File: src/design/psw_pkg.sv
// Shared constants, types and helpers of the parity-split weighted queue merge.
// Used by the front, back and top-level modules; depends on nothing else.
package psw_pkg;

    localparam int QUEUE_DEPTH = 32;
    localparam int ID_BITS     = 16;
    localparam int ODD_WEIGHT  = 2;

    localparam int PORT_ID_W = 16;
    localparam int STORE_W   = (ID_BITS < PORT_ID_W) ? ID_BITS : PORT_ID_W;
    localparam int PTR_W     = $clog2(QUEUE_DEPTH);
    localparam int CNT_W     = $clog2(QUEUE_DEPTH + 1);
    localparam int WGT_W     = $clog2(ODD_WEIGHT + 1);

    typedef enum logic {
        CMD_PUSH  = 1'b0,
        CMD_FLUSH = 1'b1
    } t_cmd_code;

    typedef enum logic {
        ST_IDLE,
        ST_DRAIN
    } t_back_state;

    // One classified transaction on its way from the front to the back.
    typedef struct packed {
        t_cmd_code          code;
        logic               is_odd;
        logic [STORE_W-1:0] id;
    } t_cmd;

    // Handshake between front and back.
    typedef struct packed {
        logic valid;
        t_cmd cmd;
    } t_cmd_chan;

    // One result waiting in the output queue.
    typedef struct packed {
        logic [STORE_W-1:0] id;
        logic               last;
        logic               ovf;
    } t_res;

    // Circular pointer advance for a depth that need not be a power of two.
    function automatic logic [PTR_W-1:0] ptr_inc(input logic [PTR_W-1:0] ptr);
        logic [PTR_W-1:0] nxt;
        if (ptr == PTR_W'(QUEUE_DEPTH - 1)) begin
            nxt = '0;
        end else begin
            nxt = ptr + 1'b1;
        end
        return nxt;
    endfunction

endpackage

File: src/design/psw_front.sv
// Front end: accepts input transactions, classifies them by command and parity,
// and holds them in a two-entry command queue. Depends on psw_pkg.
module psw_front (
    input  logic                          i_clk,
    input  logic                          i_rst_n,
    input  logic                          i_valid,
    output logic                          o_stall,
    input  logic                          i_cmd,
    input  logic [psw_pkg::PORT_ID_W-1:0] i_customer_id,
    output psw_pkg::t_cmd_chan            o_chan,
    input  logic                          i_pop
);
    import psw_pkg::*;

    t_cmd       r_q [2];
    logic       r_wptr;
    logic       r_rptr;
    logic [1:0] r_cnt;
    logic [1:0] n_cnt;
    t_cmd       w_cmd;
    logic       w_push;

    // Only the low ID_BITS of the number are kept, and parity is taken after that.
    always_comb begin
        w_cmd.code   = t_cmd_code'(i_cmd);
        w_cmd.id     = i_customer_id[STORE_W-1:0];
        w_cmd.is_odd = i_customer_id[0];
    end

    assign o_stall = (r_cnt == 2'd2);
    assign w_push  = i_valid && !o_stall;

    always_comb begin
        n_cnt = r_cnt;
        if (w_push && !i_pop) begin
            n_cnt = r_cnt + 2'd1;
        end else if (!w_push && i_pop) begin
            n_cnt = r_cnt - 2'd1;
        end
    end

    always_ff @(posedge i_clk) begin
        if (!i_rst_n) begin
            r_wptr <= 1'b0;
            r_rptr <= 1'b0;
            r_cnt  <= 2'd0;
        end else begin
            r_cnt <= n_cnt;
            if (w_push) begin
                r_wptr <= ~r_wptr;
            end
            if (i_pop) begin
                r_rptr <= ~r_rptr;
            end
        end
    end

    always_ff @(posedge i_clk) begin
        if (w_push) begin
            r_q[r_wptr] <= w_cmd;
        end
    end

    always_comb begin
        o_chan.valid = (r_cnt != 2'd0);
        o_chan.cmd   = r_q[r_rptr];
    end

endmodule

File: src/design/psw_back.sv
// Back end: odd and even stores, the weighted drain sequencer and the output queue.
// Depends on psw_pkg.
module psw_back (
    input  logic                          i_clk,
    input  logic                          i_rst_n,
    input  psw_pkg::t_cmd_chan            i_chan,
    output logic                          o_pop,
    output logic                          o_valid,
    input  logic                          i_stall,
    output logic [psw_pkg::PORT_ID_W-1:0] o_served_id,
    output logic                          o_is_last,
    output logic                          o_overflowed
);
    import psw_pkg::*;

    t_back_state        r_state;
    t_back_state        n_state;

    logic [STORE_W-1:0] r_odd_mem  [QUEUE_DEPTH];
    logic [STORE_W-1:0] r_even_mem [QUEUE_DEPTH];
    logic [PTR_W-1:0]   r_odd_head;
    logic [PTR_W-1:0]   r_odd_tail;
    logic [CNT_W-1:0]   r_odd_cnt;
    logic [PTR_W-1:0]   r_even_head;
    logic [PTR_W-1:0]   r_even_tail;
    logic [CNT_W-1:0]   r_even_cnt;
    logic               r_drop;
    logic               r_ovf;
    logic [WGT_W-1:0]   r_wcnt;

    logic               r_rd_vld;
    logic [STORE_W-1:0] r_rd_data;
    logic               r_rd_last;
    logic               r_rd_ovf;

    t_res               r_oq [2];
    logic               r_oq_wptr;
    logic               r_oq_rptr;
    logic [1:0]         r_oq_cnt;

    logic               w_push;
    logic               w_flush;
    logic               w_oq_pop;
    logic [2:0]         w_occ;
    logic               w_issue;
    logic               w_pick_odd;
    logic               w_last;
    logic               w_odd_full;
    logic               w_even_full;
    t_res               w_head;

    assign w_push  = o_pop && (i_chan.cmd.code == CMD_PUSH);
    assign w_flush = o_pop && (i_chan.cmd.code == CMD_FLUSH);

    assign w_odd_full  = (r_odd_cnt == CNT_W'(QUEUE_DEPTH));
    assign w_even_full = (r_even_cnt == CNT_W'(QUEUE_DEPTH));

    // A read may start only if its result will find room in the output queue.
    assign w_oq_pop = (r_oq_cnt != 2'd0) && !i_stall;
    assign w_occ    = {1'b0, r_oq_cnt} + {2'b00, r_rd_vld} - {2'b00, w_oq_pop};
    assign w_issue  = (r_state == ST_DRAIN) && (w_occ < 3'd2);

    // Odd entries are served while the round allows it, or when no even entry is left.
    assign w_pick_odd = (r_odd_cnt != '0)
        && ((r_wcnt < WGT_W'(ODD_WEIGHT)) || (r_even_cnt == '0));
    assign w_last = (({1'b0, r_odd_cnt} + {1'b0, r_even_cnt}) == (CNT_W + 1)'(1));

    always_comb begin
        n_state = r_state;
        o_pop   = 1'b0;
        unique case (r_state)
            ST_IDLE: begin
                o_pop = i_chan.valid;
                if (i_chan.valid && (i_chan.cmd.code == CMD_FLUSH)
                    && ((r_odd_cnt != '0) || (r_even_cnt != '0))) begin
                    n_state = ST_DRAIN;
                end
            end
            ST_DRAIN: begin
                if (w_issue && w_last) begin
                    n_state = ST_IDLE;
                end
            end
            default: begin
                n_state = ST_IDLE;
            end
        endcase
    end

    always_ff @(posedge i_clk) begin
        if (!i_rst_n) begin
            r_state     <= ST_IDLE;
            r_odd_head  <= '0;
            r_odd_tail  <= '0;
            r_odd_cnt   <= '0;
            r_even_head <= '0;
            r_even_tail <= '0;
            r_even_cnt  <= '0;
            r_drop      <= 1'b0;
            r_ovf       <= 1'b0;
            r_wcnt      <= '0;
            r_rd_vld    <= 1'b0;
        end else begin
            r_state  <= n_state;
            r_rd_vld <= w_issue;
            if (w_push) begin
                if (i_chan.cmd.is_odd) begin
                    if (w_odd_full) begin
                        r_drop <= 1'b1;
                    end else begin
                        r_odd_tail <= ptr_inc(r_odd_tail);
                        r_odd_cnt  <= r_odd_cnt + 1'b1;
                    end
                end else begin
                    if (w_even_full) begin
                        r_drop <= 1'b1;
                    end else begin
                        r_even_tail <= ptr_inc(r_even_tail);
                        r_even_cnt  <= r_even_cnt + 1'b1;
                    end
                end
            end
            if (w_flush) begin
                r_ovf  <= r_drop;
                r_drop <= 1'b0;
                r_wcnt <= '0;
            end
            if (w_issue) begin
                if (w_pick_odd) begin
                    r_odd_head <= ptr_inc(r_odd_head);
                    r_odd_cnt  <= r_odd_cnt - 1'b1;
                    if (r_wcnt < WGT_W'(ODD_WEIGHT)) begin
                        r_wcnt <= r_wcnt + 1'b1;
                    end else begin
                        r_wcnt <= WGT_W'(1);
                    end
                end else begin
                    r_even_head <= ptr_inc(r_even_head);
                    r_even_cnt  <= r_even_cnt - 1'b1;
                    r_wcnt      <= '0;
                end
            end
        end
    end

    // Store writes and the registered read port.
    always_ff @(posedge i_clk) begin
        if (w_push && i_chan.cmd.is_odd && !w_odd_full) begin
            r_odd_mem[r_odd_tail] <= i_chan.cmd.id;
        end
        if (w_push && !i_chan.cmd.is_odd && !w_even_full) begin
            r_even_mem[r_even_tail] <= i_chan.cmd.id;
        end
        if (w_issue) begin
            if (w_pick_odd) begin
                r_rd_data <= r_odd_mem[r_odd_head];
            end else begin
                r_rd_data <= r_even_mem[r_even_head];
            end
            r_rd_last <= w_last;
            r_rd_ovf  <= r_ovf;
        end
    end

    // Two-entry output queue.
    always_ff @(posedge i_clk) begin
        if (!i_rst_n) begin
            r_oq_wptr <= 1'b0;
            r_oq_rptr <= 1'b0;
            r_oq_cnt  <= 2'd0;
        end else begin
            r_oq_cnt <= w_occ[1:0];
            if (r_rd_vld) begin
                r_oq_wptr <= ~r_oq_wptr;
            end
            if (w_oq_pop) begin
                r_oq_rptr <= ~r_oq_rptr;
            end
        end
    end

    always_ff @(posedge i_clk) begin
        if (r_rd_vld) begin
            r_oq[r_oq_wptr] <= '{id: r_rd_data, last: r_rd_last, ovf: r_rd_ovf};
        end
    end

    assign w_head       = r_oq[r_oq_rptr];
    assign o_valid      = (r_oq_cnt != 2'd0);
    assign o_served_id  = PORT_ID_W'(w_head.id);
    assign o_is_last    = w_head.last;
    assign o_overflowed = w_head.ovf;

endmodule

File: src/design/parity_split_weighted_queue_merge.sv
// Pushes are accepted one per cycle unless the front end stalls, and go to their store when the
// back end pops them. A flush passes the front-end queue, drain state, read register and output
// queue before its first result, then one result per cycle unless the output stalls; one read
// per cycle from the stores sets that rate. The back end is busy until all entries are read; an
// empty flush emits nothing, and the front end stalls input once it holds two transactions.
// Reset is synchronous, active low, and empties all queues at once; store contents stay.
//
// Top level of the parity-split weighted queue merge. Instantiates psw_front and
// psw_back and depends on psw_pkg.
module parity_split_weighted_queue_merge (
    input  logic                          i_clk,
    input  logic                          i_rst_n,
    input  logic                          i_valid,
    output logic                          o_stall,
    input  logic                          i_cmd,
    input  logic [psw_pkg::PORT_ID_W-1:0] i_customer_id,
    output logic                          o_valid,
    input  logic                          i_stall,
    output logic [psw_pkg::PORT_ID_W-1:0] o_served_id,
    output logic                          o_is_last,
    output logic                          o_overflowed
);
    import psw_pkg::*;

    // Command channel from the front end to the back end. The front end holds up to
    // two classified transactions, so it takes in up to two more while the back end drains.
    t_cmd_chan w_chan;
    logic      w_pop;

    // The front end registers each transaction, keeps only the low ID_BITS of the
    // customer number and tags it as odd or even. Its stall comes from its own fill
    // level only, never from the downstream stall.
    psw_front u_front (
        .i_clk         (i_clk),
        .i_rst_n       (i_rst_n),
        .i_valid       (i_valid),
        .o_stall       (o_stall),
        .i_cmd         (i_cmd),
        .i_customer_id (i_customer_id),
        .o_chan        (w_chan),
        .i_pop         (w_pop)
    );

    // The back end executes commands in order. A push writes the odd or even store,
    // or sets the sticky overflow flag when that store is full. A flush captures the
    // flag for all of its results, clears it, and then drains both stores in a 2:1
    // weighted round robin. Each step reads one store entry into a register and then
    // into a two-entry output queue, which absorbs a stall on the output side.
    psw_back u_back (
        .i_clk        (i_clk),
        .i_rst_n      (i_rst_n),
        .i_chan       (w_chan),
        .o_pop        (w_pop),
        .o_valid      (o_valid),
        .i_stall      (i_stall),
        .o_served_id  (o_served_id),
        .o_is_last    (o_is_last),
        .o_overflowed (o_overflowed)
    );

endmodule

File: config.mk
export PLATFORM = sky130hd
export DESIGN_NAME = parity_split_weighted_queue_merge
export DESIGN_NICKNAME = d
export VERILOG_FILES = /design/src/design/psw_pkg.sv /design/src/design/psw_front.sv /design/src/design/psw_back.sv /design/src/design/parity_split_weighted_queue_merge.sv
export SDC_FILE = /design/constraint.sdc
export NUM_CORES = 1
export LEC_CHECK = 0
export ABC_AREA = 1
export BUFFER_PORTS_ARGS = -buffer_cell sky130_fd_sc_hd__buf_2
export CAP_MARGIN = 20
export CELL_PAD_IN_SITES_DETAIL_PLACEMENT = 2
export CELL_PAD_IN_SITES_GLOBAL_PLACEMENT = 2
export CORE_MARGIN = 10
export CORE_UTILIZATION = 47
export DETAILED_ROUTE_END_ITERATION = 8
export PLACE_DENSITY_LB_ADDON = 0.1
export SLEW_MARGIN = 0
export SYNTH_ARGS = -nofsm -noshare
export SYNTH_HDL_FRONTEND = slang
export SYNTH_SLANG_ARGS = --single-unit
File: constraint.sdc
create_clock -name i_clk -period 6.7 [get_ports i_clk]
set_input_delay 0.335 -clock i_clk [delete_from_list [all_inputs] [get_ports i_clk]]
set_output_delay 0.335 -clock i_clk [all_outputs]
set_load 0.03 [all_outputs]
-- Yosys cells after proc, flatten, opt, wreduce, memory -nomap -nowiden
Memories as Yosys holds them, arrays and structs flattened. A register that Yosys moved wholly into a read port is not among the register bits.
Index checks and enable logic that the tools add are counted.
- register bits: 64
- bits in latches: 0
- bits in writable memories: 1096
- bits in read-only memories: 0
- bits of input ports: 21
- output and inout bits: 20
- memories: 4
- memories (name ; words ; bits a word ; rd ports ; clocked after memory_dff ; write ports ; RTL line ; RTL):
    u_back.r_even_mem ; 32 ; 16 ; 1 ; 1 ; 1 ; psw_back.sv:20 ; logic [STORE_W-1:0] r_even_mem [QUEUE_DEPTH];
    u_back.r_odd_mem ; 32 ; 16 ; 1 ; 1 ; 1 ; psw_back.sv:19 ; logic [STORE_W-1:0] r_odd_mem [QUEUE_DEPTH];
    u_back.r_oq ; 2 ; 18 ; 1 ; 1 ; 1 ; psw_back.sv:36 ; t_res r_oq [2];
    u_front.r_q ; 2 ; 18 ; 1 ; 1 ; 1 ; psw_front.sv:15 ; t_cmd r_q [2];
- add/sub/neg operators: 14
- multipliers: 0
- divide/modulo/power cells: 0
- order comparisons: 2
- eq/ne operators: 9
- shift operators: 0
- mux-type cells: 44
- bitwise operators: 11
- reductions and logical operators: 38
- operators with widths (cell ; count):
    2-to-1 mux 6 bit ; 10
    2-to-1 mux 5 bit ; 8
    adder 5 x 1 -> 5 bit (second input constant) ; 4
    == test 5 bit (second input constant) ; 4
    2-to-1 mux 1 bit ; 18
    2-to-1 mux 16 bit ; 1
    logical AND 1 bit ; 15
    adder 6 x 1 -> 6 bit (second input constant) ; 2
    == test 6 bit (second input constant) ; 2
    2-to-1 mux 2 bit ; 6
    nonzero test 6 bit ; 2
    subtractor 6 x 1 -> 6 bit (second input constant) ; 2
    NOT 1 bit ; 11
    nonzero test 2 bit ; 5
    AND reduction 3 bit ; 3
    adder 6 x 6 -> 7 bit ; 1
    == test 7 x 1 -> 1 bit (second input constant) ; 1
    zero test 1 bit ; 7
    zero test 6 bit ; 1
    adder 2 x 1 -> 2 bit (second input constant) ; 2
    AND reduction 2 bit ; 2
    adder 2 x 1 -> 3 bit ; 1
    < comparator 3 x 2 -> 1 bit (second input constant) ; 1
    subtractor 3 x 1 -> 3 bit ; 1
    other kinds (7) ; 8

-- Logic depth before layout (Yosys ltp)
Gate-level depths: netlist of run 1.
- depth in word-level cells: 8
- gate-level depth with buffers: 15

-- Hierarchy
A second synthesis of run 1 with hierarchy kept.
- cells, all modules: 4383
- area, all modules: 48920.7 µm²
- modules (own cells, without submodules) (module ; times used ; cells an instance ; area each (µm²) ; sequential area each (µm²)):
    psw_back ; 1 ; 4293 ; 47394.2 ; 33432.1
    psw_front ; 1 ; 90 ; 1526.5 ; 1121.1

-- Worst setup path after synthesis of run 1
No wires, ideal clock.
- path type: flip-flop to flip-flop
- from: register u_back.r_oq_cnt[1]
- to: register u_back.r_odd_cnt[0]
- data arrival time: 3.020 ns
- required time: 6.585 ns
- slack: 3.565 ns
- stages on the path, launching flop included: 14
- path buffers: 1
- clock period less this slack: 3.135 ns
- cell sequence: dfxtp_1 > inv_1 > a21oi_1 > ha_1 > inv_1 > ha_1 > inv_1 > fa_1 > nand2_1 > nor3_4 > nand3_2 > buf_2 > a21oi_1 > nor2_1
- cells in the longest elaborated chain, start to end: 6
- elaborated cells on any way between the ends: 7
- those cells by class: add/sub (2); order compare (1); mux (1); reduce/logical (3)
- ends and longest elaborated chain (what ; RTL line ; RTL):
    start: declaration ; psw_back.sv:39 ; logic [1:0] r_oq_cnt;
    start signal: assignment ; psw_back.sv:172 ; r_oq_cnt <= w_occ[1:0];
    nonzero test 2 bit ; psw_back.sv:59 ; assign w_oq_pop = (r_oq_cnt != 2'd0) && !i_stall;
    logical AND 1 bit ; psw_back.sv:59 ;
    named net u_back.w_oq_pop ; psw_back.sv:43 ; logic w_oq_pop;
    subtractor 3 x 1 -> 3 bit ; psw_back.sv:60 ; assign w_occ = {1'b0, r_oq_cnt} + {2'b00, r_rd_vld} - {2'b00, w_oq_pop};
    < comparator 3 x 2 -> 1 bit ; psw_back.sv:61 ; assign w_issue = (r_state == ST_DRAIN) && (w_occ < 3'd2);
    logical AND 1 bit ; psw_back.sv:61 ;
    named net u_back.w_issue ; psw_back.sv:45 ; logic w_issue;
    2-to-1 mux 6 bit ; psw_back.sv:128 ; if (w_issue) begin
    end signal: assignment ; psw_back.sv:112 ; r_odd_cnt <= r_odd_cnt + 1'b1;
    end signal: assignment ; psw_back.sv:131 ; r_odd_cnt <= r_odd_cnt - 1'b1;
    end: declaration ; psw_back.sv:23 ; logic [CNT_W-1:0] r_odd_cnt;
The timed path passes the listed nets, and every way through them passes these cells.
A chain may end at the register's enable or synchronous reset.

==> impl_metrics.csv, run 1 <==
group,metric,value,unit
sta,finalSetupViolCount,0,
place,dp.final_hpwl,96.22,mm
floorplan,initial_core_util,47.37,%
routing,vias_per_cell,5.975,
sta,drv_slew,0,
yosys,synth_cell_types,48,
cts,cts_buffers,132,
yosys,ys_seq_area_share,70.48,%
global_routing,grt_pass1_wl,264.5,mm
yosys,synthArstFlopShare,0,%
floorplan,core,103500,sq um
routing,detail-route-antenna-nets,0,
routing,vias,35500,
power,p_leak,21.10,nW
global_routing,grt_usage,30.13,%
sta,fmax,0.2667,GHz
routing,wirelength,179.3,mm
floorplan,die_area,117600,sq um
critical_path,crit_type,"register to register",
global_routing,grt_overflow,0,
critical_path,crit_path_start_kind,"register",
min_path,hp-class,"input pin to register",
global_routing,grt_max_degree,203,
global_routing,grt_pass1_vias,39560,
sta,post-route-period-util,55.96,%
sta,period_needed,3.749,ns
sta,tns,0,ns
cts,cts.clk_slew.worst_paths,0.07,ns
power,powerDensity,380.8,nW/um^2
sta,clock_skew,0.02881,ns
yosys,syn_inst,4393,
cts,cts_setup_buffers,0,
sta,rsz0062_at_grt,"false",
final_layout,layout-drive-gt1-share,9.013,%
routing,wl_per_cell,30.17,um
sta,worst-slew-pin-transition,1.078,ns
critical_path,crit_fanout,21,
place,numPortBuffers,40,
critical_path,crit_arrival,4.36,ns
floorplan,die_w,343.0,um
sta,hold_viol,0,
global_routing,antenna_found_initial,11,
place,place_congestion,0.7891,
cts,clock_sinks,1170,
final_layout,post-route-util,53.36,%
yosys,ys_seq_elements,1170,
cts,cts_tree,"done",
cts,root_buffer,"clkbuf_16",
critical_path,crit_path_end_kind,"register",
critical_path,required,7.31,ns
cts,clk_path_buf_depth,3,
sta,slew_headroom,28.15,%
yosys,syn_area,49030,sq um
power,peakVddDrop,0.0003480,V
floorplan,ios,41,
floorplan,rows,118,
run,cap_violations,0,
yosys,synth.avg_cell_area,11.16,sq um
yosys,ys_dominant_reg_cell,"edfxtp_1",
cts,clk_latency,0.74,ns
final_layout,fin_nets,4515,
final_layout,area_growth,12.64,%
status,outcome,"finished, final reports clean",
yosys,synth_nets,4443,
cts,h-tree-depth,4,
routing,first_iter_violations,3767,
yosys,ys.warnings.count,0,
floorplan,die_h,343.0,um
routing,first_pass_iters,6,
routing,drc,0,
yosys,synth_edf_count,1112,
[per-layer routing]
metal,vias to the layer above,global-route usage [%],wire length [um]
met5,-,0,67
met3,408,4.640,10110
met2,1443,52.32,91060
met4,10,12.59,7172
li1,15010,-,-
met1,18620,37.30,70850
[what timing repair did]
action / in CTS / in global routing
gates resized for setup: 0 / 0
hold endpoints to repair: 35 / 0
hold buffers: 18 / 0
[report_power, final]
group | total (W) | switching, W | leakage (nW) | internal (W)
sequential | 0.00918 | 0.000269 | 10.5 | 0.00891
clock | 0.00731 | 0.00309 | 2.04 | 0.00422
combinational | 0.00454 | 0.00357 | 8.57 | 0.000976
total | 0.0210 | 0.00693 | 21.1 | 0.0141
[path summary, 6_finish.rpt]
path | cells after the start | slack, ns | to | from
worst min-delay path | 3 | 0.16 | u_front.r_q[1][17] | i_valid
worst min register to register | 0 | 0.46 | u_back.r_oq[1][17] | u_back.r_rd_data[15]
worst max register to register | 14 | 2.95 | register | u_back.r_oq_cnt[1]
worst max-delay path | 14 | 2.95 | register | u_back.r_oq_cnt[1]
[layout by cell type, fill, tap and decap left out, drive strengths merged]
cell / n
diode: 1
nor3: 22
a31oi: 2
nand3: 765
bufinv: 10
fa: 2
or2: 3
nand3b: 1
nand4: 3
nand2: 1358
a21oi: 28
o21bai: 1
clkbuf: 171
ha: 27
o211ai: 69
dlygate4sd3: 18
edfxtp: 1112
dfxtp: 58
clkinv: 50
nor3b: 2
nor2: 167
and3: 1
o21ai: 62
xor2: 11
inv: 434
buf: 150
mux2: 33
[Yosys cell counts, drive strengths merged, types with 11 or more instances]
cell type     n  area, sq um
nand3       765         3846
o211ai       69        518.0
inv         433         1630
ha           27        337.8
mux2         33        371.6
edfxtp     1112        33390
xor2         11        96.34
clkbuf       72        270.3
nand2      1358         5186
nor2        167        671.9
a21oi        28        155.2
dfxtp        58         1161
buf         158        775.7
o21ai        62        325.3
nor3         22        131.4
[through the flow]
| stage | setup slack, ns | hold slack, ns | instance area (sq um) | std cells | power, W |
|---|---|---|---|---|---|
| 2_1_floorplan | 3.565 | 0.4030 | 49030 | 4393 | 0.01175 |
| 3_3_place_gp | 3.280 | 0.4221 | 50810 | 5691 | 0.01326 |
| 3_5_place_dp | 3.150 | 0.4376 | 50810 | 5691 | 0.01358 |
| 4_1_cts | 3.096 | 0.1301 | 55160 | 5938 | 0.02092 |
| 5_1_grt | 2.694 | 0.1430 | 55220 | 5940 | 0.02169 |
| 6_report | 2.951 | 0.1633 | 55220 | 5941 | 0.02103 |
[layout make-up]
cell class	instances	area, sq um
Fill cell	9956	48280
Sequential cell	1170	34570
Multi-Input combinational cell	2557	11790
Clock buffer	171	3661
Tap cell	1380	1727
Inverter	436	1674
Timing Repair Buffer	168	1284
Clock inverter	58	509.2
Antenna cell	1	2.502
[flip-flops by register name (all words and copies together) (netlist names), 6 cells and up, named ones only]
register           count
u_back.r_odd_cnt       6
u_back.r_odd_mem     512
u_back.r_even_mem    512
u_back.r_oq           36
u_back.r_rd_data      16
u_front.r_q           34
u_back.r_even_cnt      6
[worst max-delay path, stage by stage (launching register included)]
cell	delay, ns
dfxtp_1	0.38
inv_1	0.09
a21oi_1	0.27
ha_1	0.29
inv_1	0.06
ha_1	0.13
inv_1	0.06
fa_1	0.52
nand2_1	0.11
nor3_4	0.25
buf_4	0.40
nand3_2	0.39
inv_2	0.30
nand3_1	0.10
a21oi_1	0.28
[cell families (layout without fill, tap and decap cells)]
kind of cell    Yosys count  count (layout)  share of synthesized area (%)
compound gates          162             162                          2.077
buf+inv                 666             833                          5.510
fa+ha+maj                29              29                         0.7707
flops                  1170            1170                          70.48
mux                      33              33                         0.7580
simple gates           2322            2322                          20.21
xor+xnor                 11              11                         0.1965
other cells               0               1                              0
Note: power is estimated with default switching activity, not from simulation.
==> run 2, diff against run 1 <==
- CORE_UTILIZATION: 47 -> 39
- clock period: 6.7 -> 3.1 ns (I/O delays scaled with it)
==> run 2 against run 1 <==
Against the previous run:
- largest power group unchanged
- register-to-register slack lost 2.7 ns
- cell count rose by 5.3%
- highest routed layer unchanged
- final area up 1.9%
- sequential share of layout area is 1.2 points lower
- critical path type unchanged
- die area increased by 19%
- hold slack got worse by 0.035 ns
==> impl_metrics.csv, run 2 (synthesis results as in run 1) <==
group,metric,value,unit
status,outcome,"finished, final reports clean",
floorplan,die_area,140300,sq um
critical_path,crit_type,"register to register",
routing,detail-route-antenna-nets,0,
global_routing,grt_pass1_wl,238.5,mm
critical_path,crit_fanout,17,
sta,finalSetupViolCount,0,
power,p_leak,21.45,nW
critical_path,r2r_slack,0.23,ns
floorplan,ios,41,
sta,worst-slew-pin-transition,1.125,ns
min_path,hp-class,"input pin to register",
floorplan,rows,130,
routing,vias,33630,
sta,period_needed,2.872,ns
power,p_sw_share,31.50,%
sta,slew_headroom,24.99,%
final_layout,layout-drive-gt1-share,9.841,%
routing,first_pass_iters,7,
critical_path,required,3.71,ns
floorplan,die_h,374.6,um
power,p_int,0.03089,W
power,clkPwrFrac,34.8,%
cts,cts.clk_slew.worst_paths,0.06,ns
critical_path,crit_end,"u_back.r_even_cnt[3]",
final_layout,fillers,12710,
run,cap_violations,0,
sta,post-route-period-util,92.64,%
sta,clock_skew,0.01835,ns
cts,clk_path_buf_depth,3,
power,peakVddDrop,0.001178,V
sta,tns,0,ns
cts,clock_sinks,1170,
min_path,holdCritStartpoint,"i_customer_id[6]",
place,numPortBuffers,40,
sta,worst_slack,0.2282,ns
critical_path,cp-startpoint,"u_back.r_oq_cnt[1]",
critical_path,timing.rr.end,"u_back.r_even_cnt[3]",
routing,wl_per_cell,25.50,um
floorplan,core,125200,sq um
place,dp.final_hpwl,92.43,mm
sta,rsz0062_at_grt,"false",
cts,cts_buffers,133,
final_layout,final_cell_mix,"nand2_1 (1344), edfxtp_1 (1112), nand3_1 (763)",
sta,fmax,0.3482,GHz
global_routing,grt_overflow,0,
critical_path,r2r_cells,15,
routing,first_iter_violations,2476,
final_layout,seq_area,34570,sq um
cts,cts_tree,"done",
final_layout,reg_top3,"u_back.r_even_mem x512, u_back.r_odd_mem x512, u_back.r_oq x36",
global_routing,grt_usage,22.49,%
critical_path,crit_arrival,3.48,ns
cts,h-tree-depth,4,
power,pwr-share-seq,43.5,%
critical_path,crit_path_end_kind,"register",
critical_path,reg2reg_from,"u_back.r_oq_cnt[1]",
sta,drv_slew,0,
floorplan,die_w,374.6,um
global_routing,antenna_found_initial,5,
final_layout,final_common_cell,"nand2_1",
global_routing,grt_pass1_vias,36990,
routing,wirelength,159.5,mm
power,powerDensity,800.9,nW/um^2
final_layout,area_growth,14.83,%
sta,hold_viol,0,
final_layout,fin_nets,4551,
cts,clk_latency,0.76,ns
cts,cts_setup_buffers,0,
power,p_sw,0.01420,W
cts,root_buffer,"clkbuf_16",
place,pre_cts_ws,0.1210,ns
routing,vias_per_cell,5.377,
final_layout,multi_input_area,11860,sq um
critical_path,crit_path_start_kind,"register",
routing,drc,0,
floorplan,initial_core_util,39.14,%
place,place_congestion,0.7781,
power,p_comb_share,21.8,%
global_routing,grt_max_degree,114,
==> run 2: cell types whose count changed in the layout (fill, tap and decap cells not counted), moves of 3 or more <==
cell	change
buf_12	+25
nor2_1	-5
mux2_4	+9
buf_4	+8
nor2_2	+5
mux2_2	-9
clkbuf_16	+3
==> run 2: worst min path at each step <==
| stage | slack [ns] | end | cells after the start |
|---|---|---|---|
| final | 0.13 | u_front.r_q[0][6] | 2 |
| after global routing | 0.11 | u_front.r_q[1][6] | 2 |
| after CTS | 0.06 | u_front.r_q[0][1] | 2 |
| after detailed placement | 0.35 | u_front.r_q[0][8] | 1 |
| after global placement | 0.34 | u_front.r_q[0][4] | 1 |
| after floorplan | 0.25 | u_front.r_q[0][10] | 0 |
==> run 2: repair_timing <==
| action | 4_1_cts | 5_1_grt |
|---|---|---|
| endpoints found under the hold margin | 46 | 0 |
| hold buffers | 20 | 0 |
| gates resized for setup | 0 | 7 |
| endpoints found under the setup margin | 0 | 18 |
==> run 2: power by group through the flow <==
stage	Clock [W]	Sequential [W]	Combinational, W
detailed placement	0	0.0199	0.00987
CTS	0.0160	0.0196	0.00998
floorplan	0	0.0197	0.00566
global route	0.0166	0.0197	0.0108
global placement	0	0.0199	0.00951
finish	0.0157	0.0196	0.00982
==> run 2: metrics by stage <==
step                      std cells  utilization, %  area, sq um  hold WS, ns  total power [W]
final                          6254           44.95        56300       0.1280          0.04509
after global routing           6253           44.95        56290       0.1122          0.04705
after CTS                      6252           44.90        56240      0.05557          0.04554
after detailed placement       5995           41.33        51770       0.3476          0.02980
after global placement         5995           41.33        51770       0.3442          0.02940
after floorplan                4393               -        49030       0.2539          0.02539
==> run 2: worst max-delay path, cell delays in order, from the launching register on <==
cell and delay, ns:
dfxtp_1 0.38, inv_1 0.10, a21oi_1 0.19, ha_1 0.26, inv_1 0.06, ha_1 0.13, inv_1 0.06, fa_1 0.54
nand2_1 0.10, nor3_4 0.21, buf_6 0.17, nand2_4 0.15, inv_2 0.17, nor2_1 0.06, nand2_1 0.09, a21oi_1 0.06
==> run 2: cell type report <==
cell class / instances / area share [%]
Sequential cell: 1170 / 61.41
Multi-Input combinational cell: 2557 / 21.07
Clock buffer: 177 / 6.674
Tap cell: 1650 / 3.667
Timing Repair Buffer: 203 / 3.283
Inverter: 436 / 2.980
Clock inverter: 60 / 0.9157
Antenna cell: 1 / 0.004445
==> run 2: layer usage <==
layer  track usage [%]  share of wire, %
met5                 0             0.014
met4             7.417               2.9
met3             3.578               4.1
met2             37.43                48
met1             29.91                45
